## src/hw/rtl/ibp_pkg.sv

```systemverilog
package ibp_pkg;

  localparam int MAX_BLOCK = 64;
  localparam int IDX_W     = 6;
  localparam int SIZE_W    = 7;
  localparam int PIX_W     = 8;
  localparam int DIVR_W    = SIZE_W + 1;          // width + height, up to 2 * MAX_BLOCK
  localparam int DIV_STEPS = PIX_W;               // one quotient bit per step
  localparam int SUM_W     = DIVR_W + DIV_STEPS;  // rounded sum keeps quotient below 256
  localparam int STEP_W    = $clog2(DIV_STEPS);
  localparam int Q_DEPTH   = 4;
  localparam int Q_PTR_W   = $clog2(Q_DEPTH);

  localparam logic [PIX_W-1:0]  PIX_RESET = PIX_W'(127);
  localparam logic [PIX_W-1:0]  PIX_MAX   = PIX_W'(255);
  localparam logic [SIZE_W-1:0] SIZE_MAX  = SIZE_W'(MAX_BLOCK);
  localparam logic [SIZE_W-1:0] SIZE_MIN  = SIZE_W'(1);

  typedef enum logic [1:0] {
    KIND_START = 2'd0,
    KIND_ABOVE = 2'd1,
    KIND_LEFT  = 2'd2,
    KIND_ROW   = 2'd3
  } kind_t;

  typedef enum logic [1:0] {
    MODE_DC = 2'd0,
    MODE_V  = 2'd1,
    MODE_H  = 2'd2,
    MODE_TM = 2'd3
  } mode_t;

  typedef struct packed {
    kind_t              kind;
    mode_t              mode;
    logic [SIZE_W-1:0]  width;
    logic [SIZE_W-1:0]  height;
    logic [PIX_W-1:0]   corner;
    logic [IDX_W-1:0]   index;
    logic [PIX_W-1:0]   value;
  } in_item_t;

  typedef struct packed {
    logic [PIX_W-1:0] pixel;
    logic [IDX_W-1:0] column;
    logic             last;
  } out_item_t;

  // command passed from front end to back end; sizes already clamped
  typedef struct packed {
    kind_t              kind;
    mode_t              mode;
    logic [SIZE_W-1:0]  width;
    logic [SIZE_W-1:0]  height;
    logic [PIX_W-1:0]   corner;
    logic [IDX_W-1:0]   index;
    logic [PIX_W-1:0]   value;
  } cmd_t;

  typedef struct packed {
    logic full;
    logic empty;
  } q_stat_t;

  typedef struct packed {
    logic              start;
    logic [SUM_W-1:0]  dividend;
    logic [DIVR_W-1:0] divisor;
  } div_req_t;

  typedef struct packed {
    logic             done;
    logic [PIX_W-1:0] quot;
  } div_rsp_t;

  function automatic logic [SIZE_W-1:0] clamp_size(input logic [SIZE_W-1:0] v);
    logic [SIZE_W-1:0] r;
    r = v;
    if (v == '0) r = SIZE_MIN;
    else if (v > SIZE_MAX) r = SIZE_MAX;
    return r;
  endfunction

endpackage

```

## src/hw/rtl/ibp_front.sv

```systemverilog
module ibp_front import ibp_pkg::*; (
  input  logic     clk,
  input  logic     rst_n,
  input  logic     in_valid,
  output logic     in_ready,
  input  in_item_t in_data,
  input  q_stat_t  q_stat,
  output logic     q_push,
  output cmd_t     q_cmd
);

  // front keeps its own copy of the block height to drop rows past the block
  logic [SIZE_W-1:0] height_r, height_nxt;
  logic              accept;
  logic              keep;

  assign in_ready = !q_stat.full;
  assign accept   = in_valid && in_ready;

  always_comb begin
    q_cmd        = '0;
    q_cmd.kind   = in_data.kind;
    q_cmd.mode   = in_data.mode;
    q_cmd.width  = clamp_size(in_data.width);
    q_cmd.height = clamp_size(in_data.height);
    q_cmd.corner = in_data.corner;
    q_cmd.index  = in_data.index;
    q_cmd.value  = in_data.value;
    height_nxt   = height_r;
    keep         = 1'b0;
    unique case (in_data.kind)
      KIND_START: begin
        keep = 1'b1;
        if (accept) height_nxt = q_cmd.height;
      end
      KIND_ABOVE, KIND_LEFT: keep = (SIZE_W'(in_data.index) < SIZE_MAX);
      KIND_ROW:   keep = (SIZE_W'(in_data.index) < height_r);
      default:    keep = 1'b0;
    endcase
  end

  assign q_push = accept && keep;

  always_ff @(posedge clk) begin
    if (!rst_n) begin
      height_r <= SIZE_MIN;
    end else begin
      height_r <= height_nxt;
    end
  end

endmodule

```

## src/hw/rtl/ibp_queue.sv

```systemverilog
module ibp_queue import ibp_pkg::*; (
  input  logic    clk,
  input  logic    rst_n,
  input  logic    push,
  input  cmd_t    push_cmd,
  input  logic    pop,
  output cmd_t    head_cmd,
  output q_stat_t stat
);

  cmd_t               slot_r [Q_DEPTH];
  logic [Q_PTR_W-1:0] wr_ptr_r, rd_ptr_r;
  logic [Q_PTR_W:0]   count_r;

  assign head_cmd   = slot_r[rd_ptr_r];
  assign stat.full  = (count_r == (Q_PTR_W+1)'(Q_DEPTH));
  assign stat.empty = (count_r == '0);

  always_ff @(posedge clk) begin
    if (push) slot_r[wr_ptr_r] <= push_cmd;
  end

  always_ff @(posedge clk) begin
    if (!rst_n) begin
      wr_ptr_r <= '0;
      rd_ptr_r <= '0;
      count_r  <= '0;
    end else begin
      if (push) wr_ptr_r <= wr_ptr_r + Q_PTR_W'(1);
      if (pop)  rd_ptr_r <= rd_ptr_r + Q_PTR_W'(1);
      if (push && !pop)      count_r <= count_r + (Q_PTR_W+1)'(1);
      else if (pop && !push) count_r <= count_r - (Q_PTR_W+1)'(1);
    end
  end

endmodule

```

## src/hw/rtl/ibp_div.sv

```systemverilog
module ibp_div import ibp_pkg::*; (
  input  logic     clk,
  input  logic     rst_n,
  input  div_req_t req,
  output div_rsp_t rsp
);

  // restoring divider, one quotient bit per cycle. The quotient is known to
  // fit in DIV_STEPS bits, so the upper dividend bits start as the remainder.
  logic                    busy_r, done_r;
  logic [STEP_W-1:0]       step_r;
  logic [DIVR_W-1:0]       rem_r;
  logic [DIVR_W-1:0]       dvs_r;
  logic [DIV_STEPS-1:0]    num_r;
  logic [DIV_STEPS-1:0]    quot_r;
  logic [DIVR_W:0]         trial;
  logic                    fits;

  assign trial = {rem_r, num_r[DIV_STEPS-1]};
  assign fits  = (trial >= {1'b0, dvs_r});

  assign rsp.done = done_r;
  assign rsp.quot = quot_r;

  always_ff @(posedge clk) begin
    if (req.start) begin
      rem_r <= req.dividend[SUM_W-1:DIV_STEPS];
      num_r <= req.dividend[DIV_STEPS-1:0];
      dvs_r <= req.divisor;
    end else if (busy_r) begin
      rem_r  <= fits ? DIVR_W'(trial - {1'b0, dvs_r}) : trial[DIVR_W-1:0];
      num_r  <= {num_r[DIV_STEPS-2:0], 1'b0};
      quot_r <= {quot_r[DIV_STEPS-2:0], fits};
    end
  end

  always_ff @(posedge clk) begin
    if (!rst_n) begin
      busy_r <= 1'b0;
      done_r <= 1'b0;
      step_r <= '0;
    end else begin
      done_r <= 1'b0;
      if (req.start) begin
        busy_r <= 1'b1;
        step_r <= '0;
      end else if (busy_r) begin
        step_r <= step_r + STEP_W'(1);
        if (step_r == STEP_W'(DIV_STEPS - 1)) begin
          busy_r <= 1'b0;
          done_r <= 1'b1;
        end
      end
    end
  end

endmodule

```

## src/hw/rtl/ibp_back.sv

```systemverilog
module ibp_back import ibp_pkg::*; (
  input  logic      clk,
  input  logic      rst_n,
  input  cmd_t      head_cmd,
  input  q_stat_t   q_stat,
  output logic      q_pop,
  output logic      out_valid,
  input  logic      out_ready,
  output out_item_t out_data
);

  typedef enum logic [3:0] {
    ST_IDLE = 4'b0001,
    ST_SUM  = 4'b0010,
    ST_DIV  = 4'b0100,
    ST_EMIT = 4'b1000
  } state_t;

  state_t state_r, state_nxt;

  // block parameters
  mode_t             mode_r;
  logic [SIZE_W-1:0] width_r, height_r;
  logic [PIX_W-1:0]  corner_r;

  // neighbor stores; an entry reads as PIX_RESET until written
  logic [PIX_W-1:0]     above_mem [MAX_BLOCK];
  logic [PIX_W-1:0]     left_mem  [MAX_BLOCK];
  logic [MAX_BLOCK-1:0] above_vb_r, left_vb_r;
  logic [PIX_W-1:0]     above_q_r, left_q_r;
  logic                 above_vq_r, left_vq_r;
  logic [PIX_W-1:0]     above_v, left_v;

  // row sequencing
  logic [IDX_W-1:0]  row_r, col_r;
  logic              iss_done_r;
  logic              p1_vld_r, p1_last_r;
  logic [IDX_W-1:0]  p1_col_r;
  logic              col_last;

  // DC sum
  logic [SIZE_W-1:0] k_r, lim;
  logic [SUM_W-1:0]  acc_r;
  logic              acc_p_r, acc_a_r, acc_l_r;
  logic [PIX_W-1:0]  dc_r;
  logic [DIVR_W-1:0] n_sum;
  div_req_t          div_req;
  div_rsp_t          div_rsp;

  logic              out_vld_r;
  out_item_t         out_data_r;

  logic              advance, issue, sum_iss, rd_en, wr_a, wr_l;
  logic [IDX_W-1:0]  rd_a_addr, rd_l_addr;
  logic signed [PIX_W+1:0] tm_raw;
  logic [PIX_W-1:0]  pix;

  assign advance  = !out_vld_r || out_ready;
  assign q_pop    = (state_r == ST_IDLE) && !q_stat.empty;
  assign wr_a     = q_pop && (head_cmd.kind == KIND_ABOVE);
  assign wr_l     = q_pop && (head_cmd.kind == KIND_LEFT);
  assign issue    = (state_r == ST_EMIT) && !iss_done_r && advance;
  assign lim      = (width_r > height_r) ? width_r : height_r;
  assign sum_iss  = (state_r == ST_SUM) && (k_r < lim);
  assign rd_en    = issue || sum_iss;
  assign rd_a_addr = (state_r == ST_SUM) ? k_r[IDX_W-1:0] : col_r;
  assign rd_l_addr = (state_r == ST_SUM) ? k_r[IDX_W-1:0] : row_r;
  assign col_last = ((SIZE_W'(col_r) + SIZE_W'(1)) == width_r);

  assign above_v = above_vq_r ? above_q_r : PIX_RESET;
  assign left_v  = left_vq_r  ? left_q_r  : PIX_RESET;

  assign n_sum            = DIVR_W'(width_r) + DIVR_W'(height_r);
  assign div_req.start    = (state_r == ST_SUM) && !sum_iss && !acc_p_r;
  assign div_req.dividend = acc_r + SUM_W'(n_sum >> 1);
  assign div_req.divisor  = n_sum;

  ibp_div u_div (
    .clk (clk),
    .rst_n (rst_n),
    .req (div_req),
    .rsp (div_rsp)
  );

  // store write and registered read
  always_ff @(posedge clk) begin
    if (wr_a) above_mem[head_cmd.index] <= head_cmd.value;
    if (wr_l) left_mem[head_cmd.index]  <= head_cmd.value;
    if (rd_en) begin
      above_q_r  <= above_mem[rd_a_addr];
      left_q_r   <= left_mem[rd_l_addr];
      above_vq_r <= above_vb_r[rd_a_addr];
      left_vq_r  <= left_vb_r[rd_l_addr];
    end
  end

  always_ff @(posedge clk) begin
    if (!rst_n) begin
      above_vb_r <= '0;
      left_vb_r  <= '0;
    end else begin
      if (wr_a) above_vb_r[head_cmd.index] <= 1'b1;
      if (wr_l) left_vb_r[head_cmd.index]  <= 1'b1;
    end
  end

  always_comb begin
    tm_raw = $signed({2'b00, above_v}) + $signed({2'b00, left_v})
           - $signed({2'b00, corner_r});
    unique case (mode_r)
      MODE_DC: pix = dc_r;
      MODE_V:  pix = above_v;
      MODE_H:  pix = left_v;
      MODE_TM: begin
        if (tm_raw < 0)                           pix = '0;
        else if (tm_raw > $signed({2'b00, PIX_MAX})) pix = PIX_MAX;
        else                                      pix = tm_raw[PIX_W-1:0];
      end
      default: pix = dc_r;
    endcase
  end

  always_comb begin
    state_nxt = state_r;
    unique case (state_r)
      ST_IDLE: begin
        if (q_pop && head_cmd.kind == KIND_ROW) begin
          state_nxt = (mode_r == MODE_DC) ? ST_SUM : ST_EMIT;
        end
      end
      ST_SUM:  if (div_req.start) state_nxt = ST_DIV;
      ST_DIV:  if (div_rsp.done) state_nxt = ST_EMIT;
      ST_EMIT: if (iss_done_r && !p1_vld_r) state_nxt = ST_IDLE;
      default: state_nxt = ST_IDLE;
    endcase
  end

  always_ff @(posedge clk) begin
    if (!rst_n) begin
      state_r   <= ST_IDLE;
      mode_r    <= MODE_DC;
      width_r   <= SIZE_MIN;
      height_r  <= SIZE_MIN;
      corner_r  <= PIX_RESET;
      p1_vld_r  <= 1'b0;
      out_vld_r <= 1'b0;
      acc_p_r   <= 1'b0;
      iss_done_r <= 1'b1;
    end else begin
      state_r <= state_nxt;
      if (q_pop && head_cmd.kind == KIND_START) begin
        mode_r   <= head_cmd.mode;
        width_r  <= head_cmd.width;
        height_r <= head_cmd.height;
        corner_r <= head_cmd.corner;
      end
      if (q_pop && head_cmd.kind == KIND_ROW) begin
        iss_done_r <= 1'b0;
        acc_p_r    <= 1'b0;
      end else begin
        if (issue && col_last) iss_done_r <= 1'b1;
        if (state_r == ST_SUM) acc_p_r <= sum_iss;
      end
      if (advance) begin
        p1_vld_r  <= issue;
        out_vld_r <= p1_vld_r;
      end
    end
  end

  always_ff @(posedge clk) begin
    if (q_pop && head_cmd.kind == KIND_ROW) begin
      row_r <= head_cmd.index;
      col_r <= '0;
      k_r   <= '0;
      acc_r <= '0;
    end else begin
      if (issue) col_r <= col_r + IDX_W'(1);
      if (sum_iss) k_r <= k_r + SIZE_W'(1);
      if (state_r == ST_SUM && acc_p_r) begin
        acc_r <= acc_r + SUM_W'(acc_a_r ? above_v : '0) + SUM_W'(acc_l_r ? left_v : '0);
      end
    end
    if (sum_iss) begin
      acc_a_r <= (k_r < width_r);
      acc_l_r <= (k_r < height_r);
    end
    if (div_rsp.done) dc_r <= div_rsp.quot;
    if (issue) begin
      p1_col_r  <= col_r;
      p1_last_r <= col_last;
    end
    if (advance && p1_vld_r) begin
      out_data_r.pixel  <= pix;
      out_data_r.column <= p1_col_r;
      out_data_r.last   <= p1_last_r;
    end
  end

  assign out_valid = out_vld_r;
  assign out_data  = out_data_r;

endmodule

```

## src/hw/rtl/intra_block_predictor.sv

```systemverilog
// Block starts and neighbor loads: one request per cycle while the queue is not full.
// Row request, V/H/TM: after the queue pop, a registered store read feeds the output
//   register, then width pixels follow at one pixel per cycle while out_ready is high.
// Row request, DC: first sums the stores over max(width, height) entries, then divides.
// Reset: synchronous, active low; stores read as 127 until written, mode DC, size 1x1.
module intra_block_predictor import ibp_pkg::*; (
  input  logic      clk,
  input  logic      rst_n,
  input  logic      in_valid,
  output logic      in_ready,
  input  in_item_t  in_data,
  output logic      out_valid,
  input  logic      out_ready,
  output out_item_t out_data
);

  q_stat_t q_stat;
  logic    q_push, q_pop;
  cmd_t    q_cmd, head_cmd;

  ibp_front u_front (
    .clk      (clk),
    .rst_n    (rst_n),
    .in_valid (in_valid),
    .in_ready (in_ready),
    .in_data  (in_data),
    .q_stat   (q_stat),
    .q_push   (q_push),
    .q_cmd    (q_cmd)
  );

  ibp_queue u_queue (
    .clk      (clk),
    .rst_n    (rst_n),
    .push     (q_push),
    .push_cmd (q_cmd),
    .pop      (q_pop),
    .head_cmd (head_cmd),
    .stat     (q_stat)
  );

  ibp_back u_back (
    .clk       (clk),
    .rst_n     (rst_n),
    .head_cmd  (head_cmd),
    .q_stat    (q_stat),
    .q_pop     (q_pop),
    .out_valid (out_valid),
    .out_ready (out_ready),
    .out_data  (out_data)
  );

endmodule

```

## config.mk

```make
export PLATFORM = sky130hd
export DESIGN_NAME = intra_block_predictor
export DESIGN_NICKNAME = d
export VERILOG_FILES = /design/src/hw/rtl/ibp_pkg.sv /design/src/hw/rtl/ibp_front.sv /design/src/hw/rtl/ibp_queue.sv /design/src/hw/rtl/ibp_div.sv /design/src/hw/rtl/ibp_back.sv /design/src/hw/rtl/intra_block_predictor.sv
export SDC_FILE = /design/constraint.sdc
export NUM_CORES = 2
export LEC_CHECK = 0
export BUFFER_PORTS_ARGS = -buffer_cell sky130_fd_sc_hd__buf_2
export CORE_MARGIN = 3
export CORE_UTILIZATION = 60
export CTS_BUF_LIST = sky130_fd_sc_hd__clkbuf_16
export DETAILED_ROUTE_END_ITERATION = 8
export PLACE_DENSITY = 0.79
export REMOVE_ABC_BUFFERS = 1
export SETUP_SLACK_MARGIN = 0.5
export SLEW_MARGIN = 25
export SYNTH_ARGS = -nofsm -noshare
export SYNTH_HDL_FRONTEND = slang
export SYNTH_SLANG_ARGS = --single-unit
```

## constraint.sdc

```tcl
create_clock -name clk -period 6.1 [get_ports clk]
set_clock_uncertainty 0.15 [all_clocks]
set_input_delay 0.915 -clock clk [delete_from_list [all_inputs] [get_ports clk]]
set_output_delay 0.915 -clock clk [all_outputs]
set_load 0.05 [all_outputs]
```

# --- Word-level counts from Yosys, hierarchy flattened ---
# Memory sizes are Yosys's and may differ from the RTL's. A register that Yosys moved wholly into a read port is not among the register bits.
# Index checks and enable logic that the tools add are counted.
word_totals:
  inputBits: 44
  elab_cells: 187
  output_inout_bits: 17
  mem_bits_rw: 1184
  reg_bits: 280
  memories: 3
memory_table:
  columns: ["name", "depth", "width", "read_ports", "rd_clocked_by_memory_dff", "wr", "line", "text"]
  rows:
  - ["u_back.above_mem", 64, 8, 1, 1, 1, "ibp_back.sv:27", "logic [PIX_W-1:0] above_mem [MAX_BLOCK];"]
  - ["u_back.left_mem", 64, 8, 1, 1, 1, "ibp_back.sv:28", "logic [PIX_W-1:0] left_mem [MAX_BLOCK];"]
  - ["u_queue.slot_r", 4, 40, 1, 1, 1, "ibp_queue.sv:11", "cmd_t slot_r [Q_DEPTH];"]
op_classes:
  n_eq_ne: 20
  n_mux: 48
  n_lt_le_gt_ge: 14
  n_reduce_logical: 46
  addsub: 15
  bitwise_logic: 5
op_table:
  columns: ["cell", "n"]
  rows:
  - ["bitwise OR 64 bit", 2]
  - ["2-to-1 mux 8 bit", 11]
  - ["2-to-1 mux 7 bit", 5]
  - ["adder 16 bit", 2]
  - ["one-hot mux 8 bit (4 select lines)", 1]
  - ["< comparator 6 x 7 -> 1 bit, second input constant", 3]
  - ["< comparator 7 bit", 3]
  - ["2-to-1 mux 4 bit", 5]
  - ["logical AND 1 bit", 19]
  - ["adder 16 x 7 -> 16 bit", 1]
  - ["one-hot mux 4 bit (4 select lines)", 1]
  - ["2-to-1 mux 1 bit", 15]
  - ["greater-than comparator 7 bit, second input constant", 2]
  - ["zero test 7 bit", 2]
  - ["binary-select mux 1 bit (select 6 bit)", 2]
  - ["equality test 2 bit, second input constant", 6]
  - ["2-to-1 mux 6 bit", 2]
  - ["greater-than comparator 10 x 9 -> 1 bit, second input constant", 1]
  - ["< comparator 10 x 1 -> 1 bit, second input constant", 1]
  - ["subtractor 9 x 8 -> 10 bit", 1]
  - ["adder 8 x 8 -> 9 bit", 1]
  - [">= comparator 9 x 8 -> 1 bit", 1]
  - ["zero test 1 bit", 9]
  - ["adder 7 x 7 -> 8 bit", 1]
  - ["32 further kinds", 51]

# --- Depth between registers and ports, before layout ---
depth:
  word_depth: 9
  depth_mapped: 18
  depth_no_buf: 16

# --- By module ---
# A second synthesis with hierarchy kept.
unflattened:
  hier_cells: 4600
  hier_area_um2: 61108.6
by_module_without_submodules:
  columns: ["module", "area_per_inst_um2", "cells_per_inst", "seq_area_each_um2", "n_inst"]
  rows:
  - ["ibp_back", 52182.5, 4088, 36214.7, 1]
  - ["ibp_queue", 6262.3, 252, 4984.8, 1]
  - ["ibp_div", 1919.3, 162, 1061.0, 1]
  - ["ibp_front", 744.5, 98, 140.1, 1]

# --- Worst setup path after synthesis ---
# OpenSTA, ideal clock, no wires.
synth_timing:
  kind: "reg-to-reg"
  from: "reg u_back.height_r[2]"
  to: "reg u_back.above_q_r[0], read port of u_back.above_mem (enable)"
  t_required_ps: 5532
  setup_time_ps: 418
  path_slack_ps: 1583
  path_buffers: 1
  arrival_time_ps: 3949
  stages_incl_launch_ff: 17
  synth_period_minus_slack_ps: 4517
  path_cell_list: "dfxtp_1 -> inv_1 -> ha_1 -> inv_1 -> or4_1 -> o21a_1 -> clkbuf_1 -> nor2_1 -> a21oi_1 -> ha_1 -> a21o_1 -> a21o_1 -> a21oi_1 -> nand3b_1 -> o211ai_1 -> nand2_1 -> o21ai_0"
synth_between:
  elab_chain_cells: 5
synth_rtl:
  columns: ["element", "line", "text"]
  rows:
  - ["from (decl)", "ibp_back.sv:23", "logic [SIZE_W-1:0] width_r, height_r;"]
  - ["from (signal assigned)", "ibp_back.sv:154", "height_r <= head_cmd.height;"]
  - ["greater-than comparator 7 bit", "ibp_back.sv:63", "assign lim = (width_r > height_r) ? width_r : height_r;"]
  - ["2-to-1 mux 7 bit *", "ibp_back.sv:63", null]
  - ["< comparator 7 bit *", "ibp_back.sv:64", "assign sum_iss = (state_r == ST_SUM) && (k_r < lim);"]
  - ["logical AND 1 bit *", "ibp_back.sv:64", null]
  - ["logical OR 1 bit *", "ibp_back.sv:65", "assign rd_en = issue || sum_iss;"]
  - ["via u_back.rd_en", "ibp_back.sv:53", "logic advance, issue, sum_iss, rd_en, wr_a, wr_l;"]
  - ["to (decl)", "ibp_back.sv:30", "logic [PIX_W-1:0] above_q_r, left_q_r;"]
# Mark *: on every way through the listed nets, which the timed path passes. The rest lies on a longest branch.
# A chain may end at the register's enable or synchronous reset.

# --- Worst setup path in the final report ---
layout_timing:
  from: "reg u_back.height_r[6]"
  to: "reg u_back.left_q_r[6], read port of u_back.left_mem (enable)"
layout_between:
  elab_chain_cells: 5
layout_rtl:
  columns: ["element", "line"]
  rows:
  - ["greater-than comparator 7 bit", "ibp_back.sv:63"]
  - ["2-to-1 mux 7 bit *", "ibp_back.sv:63"]
  - ["< comparator 7 bit *", "ibp_back.sv:64"]
  - ["logical AND 1 bit *", "ibp_back.sv:64"]
  - ["logical OR 1 bit *", "ibp_back.sv:65"]
  - ["via u_back.rd_en", "ibp_back.sv:53"]
  - ["to (decl)", "ibp_back.sv:30"]
# Marked as above.

==> flow_summary.ini <==
[final_layout]
fin_nets = 4297
final_cell_area_mm2 = 0.0667
instances_no_fill = 5558
drive_gt1_share_pct = 12.2
area_growth_pct = 10.6
utilization_pct = 67.4

[detailed_routing]
wire_per_inst_um = 26.5
firstDrtPassIters = 6
drt_iter0_markers = 4745
vias = 36300
drt.antenna.violating_nets = 0
drc = 0
routed_via_density = 6.53
drt-total-wl_um = 147000

[clocking]
cts_hold_buf = 0
cts_setup_buffers = 0
clk_latency_ns = 0.77
root_buffer = clkbuf_16
cts_sinks = 1482
clock_path_buffers = 3
cts_made_buffers = 145
clkTransAtPathRegs_ns = 0.06
cts_tree = built
h-tree-depth = 4
cts_resized = 0

[grt]
grt_overflow = 0
grt_max_degree = 110
grt_pass1_vias = 35800
grt_util_all_layers_pct = 28.5
grt_pass1_wl_um = 222000
antenna_found_initial = 3

[timing]
rsz0062_at_grt = false
relSlewSlack_pct = 23.7
clock.fmax_ghz = 0.209
finalCriticalPeriod_ns = 4.79
setup_ws_ns = 1.31
setup_viol = 0
slew_viol_final = 0
fin_crit_sh_pct = 78.6
worst_slew_pin_slew_ns = 1.12
hold_viol_final = 0

[synth]
synth.avg_cell_area_um2 = 14.8
syn_area_mm2 = 0.0603
synthCells = 4074
ys_seq_area_share_pct = 70.3
ys_seq_elements = 1482
yosysWarnings = 0
async_flop_share_pct = 0
synth_flop_cell = edfxtp_1
synth_edf_count = 1272
synth.distinct_cells = 74

[floorplanning]
start_util_pct = 60.9
rows = 115
dieArea_mm2 = 0.104
die_x_um = 323
design.core.area_mm2 = 0.0990
die_h_um = 323
io_pins = 61

[outcome]
status = complete, no violations

[worst_setup_path]
reg2reg_slack_ns = 1.31
path_max_fanout = 18
reg2reg_to = u_back.left_q_r[6]
cp-end-kind = register
worstSetupPathType = reg -> reg
r2r_cells = 15
startpoint = u_back.height_r[6]
rr_startpoint = u_back.height_r[6]
critPathRequiredTime_ns = 6.33
cp.arrival_ns = 5.02
critPathLaunchType = register

[power_and_ir_drop]
p_per_area_mw_per_mm2 = 390
irDropWorstVdd_v = 0.000308
leakagePower_nw = 22.8

[placed_design]
numPlacedInstances = 5289
hpwl_um = 90800
gp_congestion = 0.929
placed_cell_area_mm2 = 0.0619
portBuffers = 60
dp_slack_ns = 1.29

[hold_path]
hold_class = in -> reg
min_to = u_queue.slot_r[1][16]
hold_depth = 1
min_from = in_data[16]

[flow_run]
cap_viol_max_count = 0
cells in the final DEF, fill, tap and decap left out, drive strengths merged, types with 10 or more instances in the layout:
| cell | synthesis | layout |
|---|---|---|
| fa | 21 | 21 |
| mux4 | 159 | 159 |
| a21o | 21 | 21 |
| o21ai | 53 | 53 |
| nand3 | 161 | 161 |
| a221oi | 16 | 16 |
| nor2b | 43 | 43 |
| xor2 | 22 | 22 |
| clkinv | 2 | 48 |
| inv | 91 | 149 |
| nor2 | 251 | 251 |
| a2111oi | 18 | 18 |
| o21a | 135 | 135 |
| ha | 78 | 78 |
| mux2 | 15 | 15 |
| nand2 | 620 | 620 |
| nand2b | 17 | 17 |
| or4 | 10 | 10 |
| xnor2 | 31 | 31 |
| mux2i | 134 | 134 |
| buf | 89 | 119 |
| clkbuf | 97 | 148 |
| bufinv | 0 | 11 |
| a32oi | 54 | 54 |
| nand4 | 55 | 55 |
| and2 | 20 | 20 |
| o22ai | 25 | 25 |
| nor3 | 24 | 24 |
| edfxtp | 1272 | 1272 |
| a21oi | 135 | 135 |
| a22oi | 39 | 39 |
| a21boi | 21 | 21 |
| dfxtp | 210 | 210 |
| and3 | 21 | 21 |
| a31oi | 13 | 13 |
sequential cells by signal (all words and copies together) (netlist names), 8 cells and up, named ones only:
name                 cells
u_back.u_div.dvs_r       8
u_back.acc_r            16
u_back.u_div.rem_r       8
u_back.out_data         15
u_queue.slot_r         160
u_back.u_div.num_r       8
u_back.dc_r              8
u_back.u_div.quot_r      8
u_back.corner_r          8
u_back.left_vb_r        64
u_back.above_q_r         8
u_back.left_q_r          8
u_back.left_mem        512
u_back.above_vb_r       64
u_back.above_mem       512
worst max-delay path, stage by stage (launching register included):
cell	delay, ns
dfxtp_1	0.38
inv_1	0.09
ha_1	0.38
nand4_1	0.16
or4_1	0.45
o21a_1	0.28
nor2_1	0.16
a21oi_1	0.06
ha_1	0.31
a21o_1	0.16
a21o_1	0.19
a21oi_1	0.20
nand3b_1	0.15
o211ai_1	0.55
nand2_1	0.36
o21ai_4	0.38
cell type report:
class                   count  area (µm²)
inverters                  93         349
flip-flops and latches   1482       42400
multi-input cells        2313       16800
clock buffers             148        3700
clock inverters           115         866
fillers                  6467       32300
diodes                      1        2.50
well taps                1287        1610
repair buffers            119         908
how the worst max path moves through the flow:
stage	slack, ns	end
global route	0.89	u_back.left_q_r[6]
finish	1.31	u_back.left_q_r[6]
detailed placement	1.29	u_back.left_q_r[6]
CTS	1.23	u_back.left_q_r[6]
floorplan	-6.63	u_back.above_q_r[0]
global placement	1.41	u_back.left_q_r[6]
routing by layer:
metal	vias to the layer above	GRT usage, %	wire length, µm
met5	-	0	64
met4	2	12.1	6210
met3	399	5.44	14800
met2	2060	45.3	70200
met1	18200	39.2	55900
li1	15600	-	-
cell usage after synthesis, types with 14 or more instances:
cell type,number,area [µm²]
mux4_2,159,3580
edfxtp_1,1272,38200
nor2_1,250,938
o22ai_1,25,156
nand4_1,55,344
nand2b_1,17,106
a22oi_1,39,293
a2111oi_0,18,158
nand3_1,159,796
a32oi_1,54,473
nand2_1,620,2330
nor2b_1,43,269
and2_1,20,125
inv_1,90,338
and3_1,21,131
o21ai_0,53,265
mux2i_1,131,1310
buf_1,20,75.1
ha_1,78,976
clkbuf_1,97,364
xnor2_1,31,272
a21boi_0,21,158
a21oi_1,135,676
a221oi_1,16,140
dfxtp_1,210,4200
xor2_1,22,193
o21a_1,135,1010
mux2_2,14,158
a21o_1,21,158
nor3_1,22,110
buf_2,53,265
fa_1,21,420
metrics by stage:
| step | power (mW) | hold slack [ns] | TNS (ns) |
|---|---|---|---|
| 4_1_cts | 25.9 | 0.169 | 0 |
| 3_3_place_gp | 17.3 | 0.252 | 0 |
| 5_1_grt | 26.8 | 0.200 | 0 |
| 2_1_floorplan | 15.5 | 0.250 | -59.68 |
| 3_5_place_dp | 17.4 | 0.255 | 0 |
| 6_report | 26.0 | 0.209 | 0 |
cell families (layout without fill, tap and decap cells):
group                      count (synthesis)  in the layout  synth area share, %
muxes                                    308            308                 8.50
other                                      0              1                    0
and+or+nand+nor                         1251           1251                 9.12
xor gates and xnor gates                  53             53                0.770
buffers and inverters                    279            475                 2.01
adders and majority gates                 99             99                 2.32
AOI/OAI and AO/OA                        602            602                 6.94
DFF                                     1482           1482                 70.3
where the power goes:
| part | total, mW | switching [mW] | internal [mW] |
|---|---|---|---|
| Combinational | 4.89 | 3.50 | 1.40 |
| Clock | 8.62 | 3.74 | 4.87 |
| Sequential | 12.5 | 0.208 | 12.3 |
Note: power is estimated with default switching activity, not from simulation.
